==> config.mk <==
export PLATFORM = sky130hd
export DESIGN_NAME = handshake_frame_validator
export DESIGN_NICKNAME = d
export VERILOG_FILES = /design/src/rtl/core/hfv_pkg.sv /design/src/rtl/core/hfv_cfg.sv /design/src/rtl/core/hfv_parse.sv /design/src/rtl/core/hfv_drain.sv /design/src/rtl/core/handshake_frame_validator.sv
export SDC_FILE = /design/constraint.sdc
export NUM_CORES = 1
export LEC_CHECK = 0
export ABC_AREA = 1
export CORE_ASPECT_RATIO = 0.7
export CORE_MARGIN = 5
export CORE_UTILIZATION = 44
export CTS_BUF_LIST = sky130_fd_sc_hd__clkbuf_8
export DETAILED_ROUTE_END_ITERATION = 10
export DONT_BUFFER_PORTS = 1
export PLACE_DENSITY = 0.68
export SETUP_SLACK_MARGIN = 0.1
export SYNTH_ARGS = -nofsm -noshare
export SYNTH_HDL_FRONTEND = slang
export SYNTH_HIERARCHICAL = 1
export SYNTH_SLANG_ARGS = --single-unit
export TNS_END_PERCENT = 30
==> constraint.sdc <==
create_clock -name clk -period 9.4 [get_ports clk]
set_input_delay 1.88 -clock clk [delete_from_list [all_inputs] [get_ports clk]]
set_output_delay 1.88 -clock clk [all_outputs]
set_load 0.03 [all_outputs]
==> src/rtl/core/hfv_pkg.sv <==
`default_nettype none
package hfv_pkg;

    localparam int CHALLENGE_BYTES = 16;
    localparam int RESPONSE_BYTES  = 32;

    localparam int HDR_BYTES   = 8;
    localparam int STORE_DEPTH = 32;
    localparam int ADDR_W      = $clog2(STORE_DEPTH);
    localparam int CNT_W       = 6;
    localparam int COUNT_MAX   = 63;

    localparam int CH_ITEMS = (CHALLENGE_BYTES > STORE_DEPTH) ? STORE_DEPTH : CHALLENGE_BYTES;
    localparam int RS_ITEMS = (RESPONSE_BYTES > STORE_DEPTH) ? STORE_DEPTH : RESPONSE_BYTES;

    localparam logic [CNT_W-1:0] LEN_REQUEST   = CNT_W'(HDR_BYTES);
    localparam logic [CNT_W-1:0] LEN_CHALLENGE = CNT_W'(HDR_BYTES + CHALLENGE_BYTES);
    localparam logic [CNT_W-1:0] LEN_RESPONSE  = CNT_W'(HDR_BYTES + RESPONSE_BYTES);
    localparam logic [CNT_W-1:0] LEN_STATUS    = CNT_W'(HDR_BYTES + 4);

    localparam logic [CNT_W-1:0] POS_MAGIC_LAST = CNT_W'(3);
    localparam logic [CNT_W-1:0] POS_VERSION    = CNT_W'(4);
    localparam logic [CNT_W-1:0] POS_TYPE       = CNT_W'(5);
    localparam logic [CNT_W-1:0] POS_SERVICE    = CNT_W'(6);
    localparam logic [CNT_W-1:0] POS_RESERVED   = CNT_W'(7);
    localparam logic [CNT_W-1:0] POS_HDR        = CNT_W'(HDR_BYTES);
    localparam logic [CNT_W-1:0] POS_STATUS_END = CNT_W'(HDR_BYTES + 3);
    localparam logic [CNT_W-1:0] POS_STORE_END  = CNT_W'(HDR_BYTES + STORE_DEPTH - 1);
    localparam logic [CNT_W-1:0] POS_SAT        = CNT_W'(COUNT_MAX);

    typedef enum logic [2:0] {
        CFG_MAGIC     = 3'd0,
        CFG_VERSION   = 3'd1,
        CFG_SERVICE_A = 3'd2,
        CFG_SERVICE_B = 3'd3,
        CFG_REQUEST   = 3'd4,
        CFG_CHALLENGE = 3'd5,
        CFG_RESPONSE  = 3'd6,
        CFG_STATUS    = 3'd7
    } cfg_index_t;

    typedef enum logic [2:0] {
        ERR_NONE    = 3'd0,
        ERR_SHORT   = 3'd1,
        ERR_MAGIC   = 3'd2,
        ERR_VERSION = 3'd3,
        ERR_SERVICE = 3'd4,
        ERR_LENGTH  = 3'd5,
        ERR_TYPE    = 3'd6
    } err_t;

    typedef enum logic [2:0] {
        KIND_REQUEST   = 3'd0,
        KIND_CHALLENGE = 3'd1,
        KIND_RESPONSE  = 3'd2,
        KIND_STATUS    = 3'd3,
        KIND_UNKNOWN   = 3'd4
    } kind_t;

    typedef struct packed {
        logic [31:0] magic_word;
        logic [7:0]  protocol_version;
        logic [7:0]  service_a;
        logic [7:0]  service_b;
        logic [7:0]  code_request;
        logic [7:0]  code_challenge;
        logic [7:0]  code_response;
        logic [7:0]  code_status;
    } cfg_t;

    typedef struct packed {
        logic              en;
        logic [ADDR_W:0]   addr;
        logic [7:0]        data;
    } wr_t;

    typedef struct packed {
        logic              ok;
        err_t              err;
        logic [1:0]        mk;
        logic [7:0]        sid;
        logic [31:0]       st;
        logic              last;
        logic [CNT_W-1:0]  n;
        logic              bank;
    } verdict_t;

    typedef struct packed {
        logic        item_kind;
        logic        frame_ok;
        logic [2:0]  error_code;
        logic [1:0]  message_kind;
        logic [7:0]  service_id;
        logic [31:0] status_word;
        logic [7:0]  payload_byte;
        logic        run_last;
    } item_t;

    function automatic kind_t decode_kind(logic [7:0] t, cfg_t c);
        if (t == c.code_request)   return KIND_REQUEST;
        if (t == c.code_challenge) return KIND_CHALLENGE;
        if (t == c.code_response)  return KIND_RESPONSE;
        if (t == c.code_status)    return KIND_STATUS;
        return KIND_UNKNOWN;
    endfunction

    function automatic logic [CNT_W-1:0] length_for_kind(kind_t k);
        case (k)
            KIND_CHALLENGE: return LEN_CHALLENGE;
            KIND_RESPONSE:  return LEN_RESPONSE;
            KIND_STATUS:    return LEN_STATUS;
            default:        return LEN_REQUEST;
        endcase
    endfunction

    function automatic logic [CNT_W-1:0] items_for_kind(kind_t k);
        case (k)
            KIND_CHALLENGE: return CNT_W'(CH_ITEMS);
            KIND_RESPONSE:  return CNT_W'(RS_ITEMS);
            default:        return '0;
        endcase
    endfunction

endpackage
`default_nettype wire

==> src/rtl/core/hfv_cfg.sv <==
`default_nettype none
module hfv_cfg (
    input  wire logic        clk,
    input  wire logic        rst_n,
    input  wire logic        cfg_write,
    input  wire logic [2:0]  cfg_index,
    input  wire logic [31:0] cfg_data,
    output hfv_pkg::cfg_t    cfg
);

    hfv_pkg::cfg_t cfg_reg;
    hfv_pkg::cfg_t cfg_next;

    always_comb
    begin
        cfg_next = cfg_reg;
        if (cfg_write)
        begin
            case (hfv_pkg::cfg_index_t'(cfg_index))
                hfv_pkg::CFG_MAGIC:     cfg_next.magic_word       = cfg_data;
                hfv_pkg::CFG_VERSION:   cfg_next.protocol_version = cfg_data[7:0];
                hfv_pkg::CFG_SERVICE_A: cfg_next.service_a        = cfg_data[7:0];
                hfv_pkg::CFG_SERVICE_B: cfg_next.service_b        = cfg_data[7:0];
                hfv_pkg::CFG_REQUEST:   cfg_next.code_request     = cfg_data[7:0];
                hfv_pkg::CFG_CHALLENGE: cfg_next.code_challenge   = cfg_data[7:0];
                hfv_pkg::CFG_RESPONSE:  cfg_next.code_response    = cfg_data[7:0];
                hfv_pkg::CFG_STATUS:    cfg_next.code_status      = cfg_data[7:0];
                default:                cfg_next = cfg_reg;
            endcase
        end
    end

    always_ff @(posedge clk or negedge rst_n)
    begin
        if (!rst_n)
        begin
            cfg_reg.magic_word       <= 32'd0;
            cfg_reg.protocol_version <= 8'd0;
            cfg_reg.service_a        <= 8'd0;
            cfg_reg.service_b        <= 8'd1;
            cfg_reg.code_request     <= 8'd0;
            cfg_reg.code_challenge   <= 8'd1;
            cfg_reg.code_response    <= 8'd2;
            cfg_reg.code_status      <= 8'd3;
        end
        else
        begin
            cfg_reg <= cfg_next;
        end
    end

    assign cfg = cfg_reg;

endmodule
`default_nettype wire

==> src/rtl/core/hfv_parse.sv <==
`default_nettype none
module hfv_parse (
    input  wire logic            clk,
    input  wire logic            rst_n,
    input  wire hfv_pkg::cfg_t   cfg,
    input  wire logic            in_valid,
    output logic                 in_stall,
    input  wire logic [7:0]      byte_in,
    input  wire logic            frame_end,
    input  wire logic            take_ok,
    output logic                 start,
    output hfv_pkg::verdict_t    verdict,
    output hfv_pkg::wr_t         wr
);

    logic [hfv_pkg::CNT_W-1:0] count_reg, count_next;
    logic [31:0]               magic_reg, magic_next;
    hfv_pkg::err_t             err_reg, err_next;
    logic [7:0]                type_reg, type_next;
    logic [7:0]                svc_reg, svc_next;
    logic [31:0]               status_reg, status_next;
    logic                      bank_reg;

    logic                      acc;
    logic                      live;
    logic [31:0]               magic_shifted;
    logic [hfv_pkg::CNT_W-1:0] store_idx;
    hfv_pkg::kind_t            kind;
    hfv_pkg::err_t             final_err;
    logic                      ok;

    assign in_stall = in_valid && frame_end && !take_ok;
    assign acc      = in_valid && !in_stall;
    assign live     = count_reg != hfv_pkg::POS_SAT;
    assign magic_shifted = {magic_reg[23:0], byte_in};
    assign store_idx     = count_reg - hfv_pkg::POS_HDR;

    always_comb
    begin
        count_next  = count_reg;
        magic_next  = magic_reg;
        err_next    = err_reg;
        type_next   = type_reg;
        svc_next    = svc_reg;
        status_next = status_reg;
        if (live)
        begin
            count_next = count_reg + hfv_pkg::CNT_W'(1);
            if (count_reg < hfv_pkg::CNT_W'(4))
                magic_next = magic_shifted;
            if (count_reg == hfv_pkg::POS_MAGIC_LAST && magic_shifted != cfg.magic_word
                && err_next == hfv_pkg::ERR_NONE)
                err_next = hfv_pkg::ERR_MAGIC;
            if (count_reg == hfv_pkg::POS_VERSION && byte_in != cfg.protocol_version
                && err_next == hfv_pkg::ERR_NONE)
                err_next = hfv_pkg::ERR_VERSION;
            if (count_reg == hfv_pkg::POS_TYPE)
                type_next = byte_in;
            if (count_reg == hfv_pkg::POS_SERVICE)
            begin
                svc_next = byte_in;
                if (byte_in != cfg.service_a && byte_in != cfg.service_b
                    && err_next == hfv_pkg::ERR_NONE)
                    err_next = hfv_pkg::ERR_SERVICE;
            end
            if (count_reg == hfv_pkg::POS_RESERVED)
            begin
                if (byte_in != 8'd0 && err_next == hfv_pkg::ERR_NONE)
                    err_next = hfv_pkg::ERR_LENGTH;
                if (hfv_pkg::decode_kind(type_reg, cfg) == hfv_pkg::KIND_UNKNOWN
                    && err_next == hfv_pkg::ERR_NONE)
                    err_next = hfv_pkg::ERR_TYPE;
            end
            if (count_reg inside {[hfv_pkg::POS_HDR:hfv_pkg::POS_STATUS_END]})
                status_next = {status_reg[23:0], byte_in};
        end
    end

    always_comb
    begin
        kind      = hfv_pkg::decode_kind(type_next, cfg);
        final_err = err_next;
        if (count_next < hfv_pkg::POS_HDR)
            final_err = hfv_pkg::ERR_SHORT;
        else if (err_next == hfv_pkg::ERR_NONE && count_next != hfv_pkg::length_for_kind(kind))
            final_err = hfv_pkg::ERR_LENGTH;
        ok = final_err == hfv_pkg::ERR_NONE;

        verdict.ok   = ok;
        verdict.err  = final_err;
        verdict.mk   = ok ? kind[1:0] : 2'd0;
        verdict.sid  = ok ? svc_next : 8'd0;
        verdict.st   = (ok && kind == hfv_pkg::KIND_STATUS) ? status_next : 32'd0;
        verdict.n    = ok ? hfv_pkg::items_for_kind(kind) : '0;
        verdict.last = verdict.n == '0;
        verdict.bank = bank_reg;
    end

    assign start = acc && frame_end;

    always_comb
    begin
        wr.en   = acc && live
                  && (count_reg inside {[hfv_pkg::POS_HDR:hfv_pkg::POS_STORE_END]});
        wr.addr = {bank_reg, store_idx[hfv_pkg::ADDR_W-1:0]};
        wr.data = byte_in;
    end

    always_ff @(posedge clk or negedge rst_n)
    begin
        if (!rst_n)
        begin
            count_reg  <= '0;
            magic_reg  <= 32'd0;
            err_reg    <= hfv_pkg::ERR_NONE;
            type_reg   <= 8'd0;
            svc_reg    <= 8'd0;
            status_reg <= 32'd0;
            bank_reg   <= 1'b0;
        end
        else if (acc)
        begin
            if (frame_end)
            begin
                count_reg  <= '0;
                magic_reg  <= 32'd0;
                err_reg    <= hfv_pkg::ERR_NONE;
                type_reg   <= 8'd0;
                svc_reg    <= 8'd0;
                status_reg <= 32'd0;
                bank_reg   <= !bank_reg;
            end
            else
            begin
                count_reg  <= count_next;
                magic_reg  <= magic_next;
                err_reg    <= err_next;
                type_reg   <= type_next;
                svc_reg    <= svc_next;
                status_reg <= status_next;
            end
        end
    end

endmodule
`default_nettype wire

==> src/rtl/core/hfv_drain.sv <==
`default_nettype none
module hfv_drain (
    input  wire logic               clk,
    input  wire logic               rst_n,
    input  wire hfv_pkg::wr_t       wr,
    input  wire logic               start,
    input  wire hfv_pkg::verdict_t  verdict,
    output logic                    take_ok,
    output logic                    out_valid,
    input  wire logic               out_stall,
    output hfv_pkg::item_t          item
);

    logic [7:0] mem [2*hfv_pkg::STORE_DEPTH];
    logic [7:0] rdata_reg;

    logic [hfv_pkg::CNT_W-1:0]  left_reg;
    logic [hfv_pkg::ADDR_W-1:0] idx_reg;
    logic                       bank_reg;
    logic [1:0]                 mk_reg;
    logic [7:0]                 sid_reg;

    logic           s1_valid_reg;
    logic           s1_pay_reg;
    hfv_pkg::item_t s1_reg, s1_next;
    hfv_pkg::item_t s1_item;

    logic           out_valid_reg, out_valid_next;
    hfv_pkg::item_t out_reg, out_next;
    logic           skid_valid_reg, skid_valid_next;
    hfv_pkg::item_t skid_reg, skid_next;

    logic [1:0] occ;
    logic       pop;
    logic       issue_ok;
    logic       pay_issue;

    assign occ = {1'b0, out_valid_reg} + {1'b0, skid_valid_reg} + {1'b0, s1_valid_reg};
    assign pop = out_valid_reg && !out_stall;
    assign issue_ok  = (occ < 2'd2) || (occ == 2'd2 && pop);
    assign pay_issue = left_reg != '0 && issue_ok;
    assign take_ok   = left_reg == '0 && issue_ok;

    always_ff @(posedge clk)
    begin
        if (wr.en)
            mem[wr.addr] <= wr.data;
        if (pay_issue)
            rdata_reg <= mem[{bank_reg, idx_reg}];
    end

    always_comb
    begin
        s1_next = s1_reg;
        if (start)
        begin
            s1_next.item_kind    = 1'b0;
            s1_next.frame_ok     = verdict.ok;
            s1_next.error_code   = verdict.err;
            s1_next.message_kind = verdict.mk;
            s1_next.service_id   = verdict.sid;
            s1_next.status_word  = verdict.st;
            s1_next.payload_byte = 8'd0;
            s1_next.run_last     = verdict.last;
        end
        else if (pay_issue)
        begin
            s1_next.item_kind    = 1'b1;
            s1_next.frame_ok     = 1'b1;
            s1_next.error_code   = hfv_pkg::ERR_NONE;
            s1_next.message_kind = mk_reg;
            s1_next.service_id   = sid_reg;
            s1_next.status_word  = 32'd0;
            s1_next.payload_byte = 8'd0;
            s1_next.run_last     = left_reg == hfv_pkg::CNT_W'(1);
        end
    end

    always_comb
    begin
        s1_item = s1_reg;
        if (s1_pay_reg)
            s1_item.payload_byte = rdata_reg;
    end

    always_comb
    begin
        out_valid_next  = out_valid_reg;
        out_next        = out_reg;
        skid_valid_next = skid_valid_reg;
        skid_next       = skid_reg;
        if (!out_valid_reg || pop)
        begin
            if (skid_valid_reg)
            begin
                out_next        = skid_reg;
                out_valid_next  = 1'b1;
                skid_valid_next = s1_valid_reg;
                skid_next       = s1_item;
            end
            else
            begin
                out_valid_next = s1_valid_reg;
                out_next       = s1_item;
            end
        end
        else if (s1_valid_reg)
        begin
            skid_valid_next = 1'b1;
            skid_next       = s1_item;
        end
    end

    always_ff @(posedge clk or negedge rst_n)
    begin
        if (!rst_n)
        begin
            left_reg       <= '0;
            idx_reg        <= '0;
            bank_reg       <= 1'b0;
            s1_valid_reg   <= 1'b0;
            s1_pay_reg     <= 1'b0;
            out_valid_reg  <= 1'b0;
            skid_valid_reg <= 1'b0;
        end
        else
        begin
            s1_valid_reg   <= start || pay_issue;
            s1_pay_reg     <= pay_issue;
            out_valid_reg  <= out_valid_next;
            skid_valid_reg <= skid_valid_next;
            if (start)
            begin
                left_reg <= verdict.n;
                idx_reg  <= '0;
                bank_reg <= verdict.bank;
            end
            else if (pay_issue)
            begin
                left_reg <= left_reg - hfv_pkg::CNT_W'(1);
                idx_reg  <= idx_reg + hfv_pkg::ADDR_W'(1);
            end
        end
    end

    always_ff @(posedge clk)
    begin
        s1_reg   <= s1_next;
        out_reg  <= out_next;
        skid_reg <= skid_next;
        if (start)
        begin
            mk_reg  <= verdict.mk;
            sid_reg <= verdict.sid;
        end
    end

    assign out_valid = out_valid_reg;
    assign item      = out_reg;

endmodule
`default_nettype wire

==> src/rtl/core/handshake_frame_validator.sv <==
// Output path: the verdict is registered in the s1 stage, then in the output or skid register;
// payload bytes follow at one per cycle from the payload RAM when the output is not stalled.
// Throughput: one frame byte per cycle; the last byte of a frame waits until every payload
// read of the previous frame has been issued and the output pipeline has room.
// Reset: asynchronous, active low; clears configuration to defaults, frame state, output
// valids. The payload RAM is not cleared.
`default_nettype none
module handshake_frame_validator (
    input  wire logic        clk,
    input  wire logic        rst_n,
    input  wire logic        cfg_write,
    input  wire logic [2:0]  cfg_index,
    input  wire logic [31:0] cfg_data,
    input  wire logic        in_valid,
    output logic             in_stall,
    input  wire logic [7:0]  byte_in,
    input  wire logic        frame_end,
    output logic             out_valid,
    input  wire logic        out_stall,
    output logic             item_kind,
    output logic             frame_ok,
    output logic [2:0]       error_code,
    output logic [1:0]       message_kind,
    output logic [7:0]       service_id,
    output logic [31:0]      status_word,
    output logic [7:0]       payload_byte,
    output logic             run_last
);

    hfv_pkg::cfg_t     cfg;
    hfv_pkg::verdict_t verdict;
    hfv_pkg::wr_t      wr;
    hfv_pkg::item_t    item;
    logic              take_ok;
    logic              start;

    hfv_cfg u_cfg (
        .clk       (clk),
        .rst_n     (rst_n),
        .cfg_write (cfg_write),
        .cfg_index (cfg_index),
        .cfg_data  (cfg_data),
        .cfg       (cfg)
    );

    hfv_parse u_parse (
        .clk       (clk),
        .rst_n     (rst_n),
        .cfg       (cfg),
        .in_valid  (in_valid),
        .in_stall  (in_stall),
        .byte_in   (byte_in),
        .frame_end (frame_end),
        .take_ok   (take_ok),
        .start     (start),
        .verdict   (verdict),
        .wr        (wr)
    );

    hfv_drain u_drain (
        .clk       (clk),
        .rst_n     (rst_n),
        .wr        (wr),
        .start     (start),
        .verdict   (verdict),
        .take_ok   (take_ok),
        .out_valid (out_valid),
        .out_stall (out_stall),
        .item      (item)
    );

    assign item_kind    = item.item_kind;
    assign frame_ok     = item.frame_ok;
    assign error_code   = item.error_code;
    assign message_kind = item.message_kind;
    assign service_id   = item.service_id;
    assign status_word  = item.status_word;
    assign payload_byte = item.payload_byte;
    assign run_last     = item.run_last;

endmodule
`default_nettype wire

==> run metrics, run 1 <==
run status=finished, final reports clean; chip width=366.8 µm; most common library cells after synthesis=1422 x nand2_1, 689 x edfxtp_1, 420 x nand3_1, 372 x inv_1, 239 x nor2_1; max-slew violations=0; leading area contributor after synthesis=edfxtp_1; minimum clock period=5999 ps; Placed Instances=4965; Post-Synth Adder-Cell Area=0.3383%; H-tree depth=4; Mapped Cells=3982; wire length per cell=18.93 µm; Initial Util=44.43%; mux contribution to synthesized area=0%; TritonCTS clock tree=built; drt first pass iters=6; max reg flops=512; Ports=107; Final Cycle Share=63.82%; total number of vias=27490; CTS sink count=876; critical path class=reg2reg; post-route ant nets=0; clock tree root buffer cell=clkbuf_8; Synth Area in Simple Gates=23.40%; Worst Clk Skew=32.81 ps; Slew headroom=21.24%; Leakage=18.03 nW; syn avg cell area=9.845 µm²; CP required=9760 ps; max-cap violation count=0; CTS max path bufs=3; Worst setup EP type=flip-flop; Finished Core Util=47.86%; largest net degree at the start of global routing=187; mapped cell area=39200 µm²; synthesized-area fraction occupied by ao, oa, aoi and oai cells=3.412%; final setup TNS=0 ps; asr flop ratio synth=21.23%; Critical Path AT=6360 ps; Post-synth EDFFs=689; Worst Hold Class=reg2reg; Worst Tran Pin Value=1174 ps; post-synthesis sequential area ratio=64.72%; ranking of synthesized cells by area=edfxtp_1 53%, nand2_1 14%, dfrtp_1 12%; Max Freq=166.7 MHz; Worst setup SP type=flip-flop; postcts setup bufs=0; detail-routed via count per cell=5.282; slowest stage cell, crit path=buf_4; Finished Layout Cells=5205; 1st-iter DRT viols=3112; Peak VDD IR=177.3 µV; layout cells sized above 1=6.805%; Worst-Skew Late Latency=760 ps; Cell Pwr Density=269.7 nW/µm²; synthesized flop and latch total=876; antenna violations before repair=1; first-pass GRT wire length=150.0 mm; # DRC=0; Die ar.=95260 µm²; crit-path max FO=66; Worst-path clk slew=60 ps; post-route cell area=42230 µm²; GR Overflow Total=0; crit-path max cell delay=570 ps; crit-path cells=inv_1, buf_4, fa_1, inv_1, o21ai_1, inv_1, nor2_1, nor2_1, nor2_4, buf_4, nand2_1, inv_2, buf_4, inv_1, nand2_2, buf_4; total global-route track usage=20.23%; CTS resizes=0; Final Hold Vio Count=0; Final nets=3994; Layout area overhead=7.727%; share of the synthesized area in the top cell type=52.78%; CTS Hold Bufs=0; number of distinct library cells after synthesis=42; number of global-route vias before repair=25350; cts bufs inserted=130; most frequent cell after synthesis=nand2_1; synth warn=6; GP Congestion=0.8936; IO buf count=0; Filler Cell Count=8007; Std-Cell Rows=91; RSZ-0062 raised after global routing=false; XOR/XNOR Fraction of Synth Area=1.564%; placed cell areas=39800 µm²; Post-DP HPWL=59.36 mm; Die Ht=259.7 µm; Routed Wire Length=98.51 mm; largest family of logic cells by synthesized area=simple AND/OR/NAND/NOR gates; Final setup viols=0; core area=88240 µm²; main flop type after synthesis=edfxtp_1
-- logic make-up after synthesis --
logic type,count (synthesis)
buffers and inverters,595
other,1
DFF,876
xor gates and xnor gates,70
AOI/OAI and AO/OA,234
adders and majority gates,10
and+or+nand+nor,2196
-- where the power goes --
part           switching (mW)  internal [mW]
Sequential              0.692           4.95
Combinational            2.03          0.795
Clock                    1.47           1.45
Total                    4.19           7.20
-- worst paths after layout --
| path | slack, ps | from | depth (start not counted) | end |
|---|---|---|---|---|
| min in group asynchronous | 830 | rst_n | 0 | u_cfg/cfg[73] |
| worst max register to register | 3400 | u_drain/skid_valid_reg | 16 | u_drain/s1_item[14] |
| max in group asynchronous | 8220 | rst_n | 0 | u_drain/idx_reg[1] |
| worst min-delay path | 440 | u_drain/s1_item[50] | 0 | u_drain/skid_reg[50] |
| worst min register to register | 440 | u_drain/s1_item[50] | 0 | u_drain/skid_reg[50] |
| worst max-delay path | 3400 | u_drain/skid_valid_reg | 16 | u_drain/s1_item[14] |
-- worst max-delay path, delay by kind of cell (launching register included) --
family / cells / cell delay, ps
buffers and inverters: 9 / 2790
and+or+nand+nor: 5 / 1580
adders and majority gates: 1 / 550
DFF: 1 / 350
AOI/OAI and AO/OA: 1 / 190
-- placed cells by master (no fill, tap or decap), types with 3 or more instances in the layout --
cell type      n
a21oi_1       45
buf_4         28
clkbuf_8     142
clkinv_1      30
clkinv_2      11
clkinvlp_4     5
conb_1         4
dfrtp_1      178
dfstp_2        5
edfxtp_1     689
ha_1           9
inv_1        417
inv_2         11
inv_8          3
nand2_1     1420
nand2_2       18
nand2_4        5
nand3_1      419
nand4_1       36
nand4_2        3
nor2_1       238
nor2_2        12
nor2_4         7
nor2_8         3
nor3_1        10
nor4_1         9
o211ai_1      29
o21ai_0       84
o22ai_1       71
or2_2         10
xnor2_1       53
xor2_1        17
-- per-layer routing --
| metal | vias to the layer above | wire (µm) | GRT usage (%) |
|---|---|---|---|
| li1 | 13010 | - | - |
| met1 | 13100 | 43980 | 30.42 |
| met2 | 1233 | 41330 | 28.60 |
| met3 | 150 | 11310 | 6.270 |
| met4 | 2 | 1763 | 4.686 |
| met5 | - | 119 | 0.9109 |
-- through the flow --
step                hold WS [ps]  setup WS [ps]  power [mW]
CTS                        437.6           3461       11.40
global placement           414.7           2804       8.422
finish                     440.7           3401       11.39
floorplan                  408.2           2785       7.690
detailed placement         424.2           2797       8.478
global route               450.1           3091       12.01
-- cell type report --
cell class | instances | area, µm² | share of cell area, %
sequential | 876 | 25380 | 60.10
tap | 1162 | 1454 | 3.443
multi-input combinational | 2514 | 11310 | 26.77
timing repair buffer | 28 | 210.2 | 0.4977
inverter | 385 | 1451 | 3.437
antenna | 2 | 5.005 | 0.01185
clock buffer | 142 | 1954 | 4.628
clock inverter | 96 | 471.7 | 1.117
Note: power is estimated with default switching activity, not from simulation.
==> inputs of run 2 (changes only) <==
PLACE_DENSITY = 0.7   (was 0.68)
clock period = 5.35 ns   (was 9.4 ns; I/O delays follow)
==> run metrics, run 2 (synthesized netlist as in run 1, its figures left out) <==
run status=finished, final reports clean; GR Overflow Total=0; chip width=366.8 µm; TritonCTS clock tree=built; Routed Wire Length=99.01 mm; Final nets=4011; Final setup viols=0; # DRC=0; antenna violations before repair=2; post-route cell area=42400 µm²; placed cell areas=39970 µm²; Max Freq=230.9 MHz; Worst Clk Skew=25.90 ps; FF+latch area=25380 µm²; CTS max path bufs=3; CTS sink count=876; detail-routed via count per cell=5.323; Die ar.=95260 µm²; wire length per cell=18.96 µm; total number of vias=27790; Worst setup EP type=flip-flop; Ports=107; Final Hold Vio Count=0; 1st-iter DRT viols=3170; CP required=5770 ps; Layout area overhead=8.152%; Std-Cell Rows=91; layout cells sized above 1=7.351%; clock tree root buffer cell=clkbuf_8; drt first pass iters=7; Leakage=18.15 nW; IO buf count=0; Final Cycle Share=80.96%; minimum clock period=4331 ps; number of global-route vias before repair=25380; critical path class=reg2reg; Worst setup SP type=flip-flop; largest net degree at the start of global routing=182; Peak VDD IR=294.0 µV; postcts setup bufs=0; area occupied by multi-input gates=11310 µm²; cts bufs inserted=130; Worst Tran Pin Value=1152 ps; GP Congestion=0.8864; core area=88240 µm²; H-tree depth=4; Overall Power=20.08 mW; Die Ht=259.7 µm; RSZ-0062 raised after global routing=false; most common cell after layout, fill and taps aside=nand2_1; Worst Setup Slack, final=1019 ps; Worst-Skew Late Latency=800 ps; Initial Util=44.43%; crit-path max FO=9; max reg flops=512; Post-Place Worst Slack=1151 ps; max-slew violations=0; most frequent cells in the layout=1420 x nand2_1, 689 x edfxtp_1, 423 x inv_1; first-pass GRT wire length=151.4 mm; Worst-path clk slew=70 ps; Filler Cell Count=7895; Cell Pwr Density=473.5 nW/µm²; Slew headroom=23.17%; Critical Path AT=4750 ps; final setup TNS=0 ps; Worst Hold Class=in2async; max-cap violation count=0; Hold Slack=106.5 ps; Post-DP HPWL=60.11 mm; post-route ant nets=0; total global-route track usage=20.49%
## run 2: final timing paths
| path | startpoint | endpoint | slack [ps] | depth (start not counted) |
|---|---|---|---|---|
| hold reg to reg | u_drain/s1_item[45] | u_drain/skid_reg[45] | 440 | 0 |
| max in group asynchronous | rst_n | u_cfg/cfg[61] | 4230 | 1 |
| hold / removal | rst_n | u_cfg/cfg[9] | 110 | 0 |
| setup reg to reg | u_drain/out_valid | u_drain/mem[45][3] | 1020 | 13 |
| min in group clk | cfg_data[1] | u_cfg/cfg[9] | 360 | 2 |
| setup / recovery | u_drain/out_valid | u_drain/mem[45][3] | 1020 | 13 |
## run 2: where the power goes
group          internal [mW]  switching, mW  total [mW]
Combinational           1.46           3.65        5.11
Sequential              8.69           1.19        9.89
Clock                   2.49           2.60        5.08
## run 2: per-layer routing
layer / wire, µm / up-vias / global-route usage [%]
met5: 12 / - / 0
li1: - / 13050 / -
met3: 11210 / 156 / 6.162
met4: 1985 / 2 / 6.110
met1: 44660 / 13260 / 30.96
met2: 41140 / 1331 / 28.40
## run 2: what timing repair did
item / 4_1_cts / 5_1_grt
resized for setup: 0 / 0
hold buffers: 1 / 0
endpoints found under the hold margin: 181 / 0
## run 2: worst max-delay path: stages (launching register included)
cell and delay, ps:
dfrtp_1 570, inv_1 120, fa_1 540, inv_1 40
o21ai_1 290, inv_1 80, nor2_1 280, nor2_1 310
nor2_4 170, nand2_1 60, nor2_1 440, nand4_1 160
buf_4 250, nor2_1 640
## run 2: layout make-up
| type | count | area share (%) |
|---|---|---|
| Tap cell | 1162 | 3.429 |
| Antenna cell | 5 | 0.02951 |
| Clock inverter | 90 | 0.9561 |
| Sequential cell | 876 | 59.86 |
| Clock buffer | 144 | 4.674 |
| Timing Repair Buffer | 45 | 0.9620 |
| Multi-Input combinational cell | 2514 | 26.67 |
| Inverter | 385 | 3.423 |
## run 2: through the flow
stage	utilization (%)	std cells
3_5_place_dp	45.30	4981
2_1_floorplan	-	3985
4_1_cts	48.03	5216
5_1_grt	48.04	5217
6_report	48.05	5221
3_3_place_gp	45.30	4981
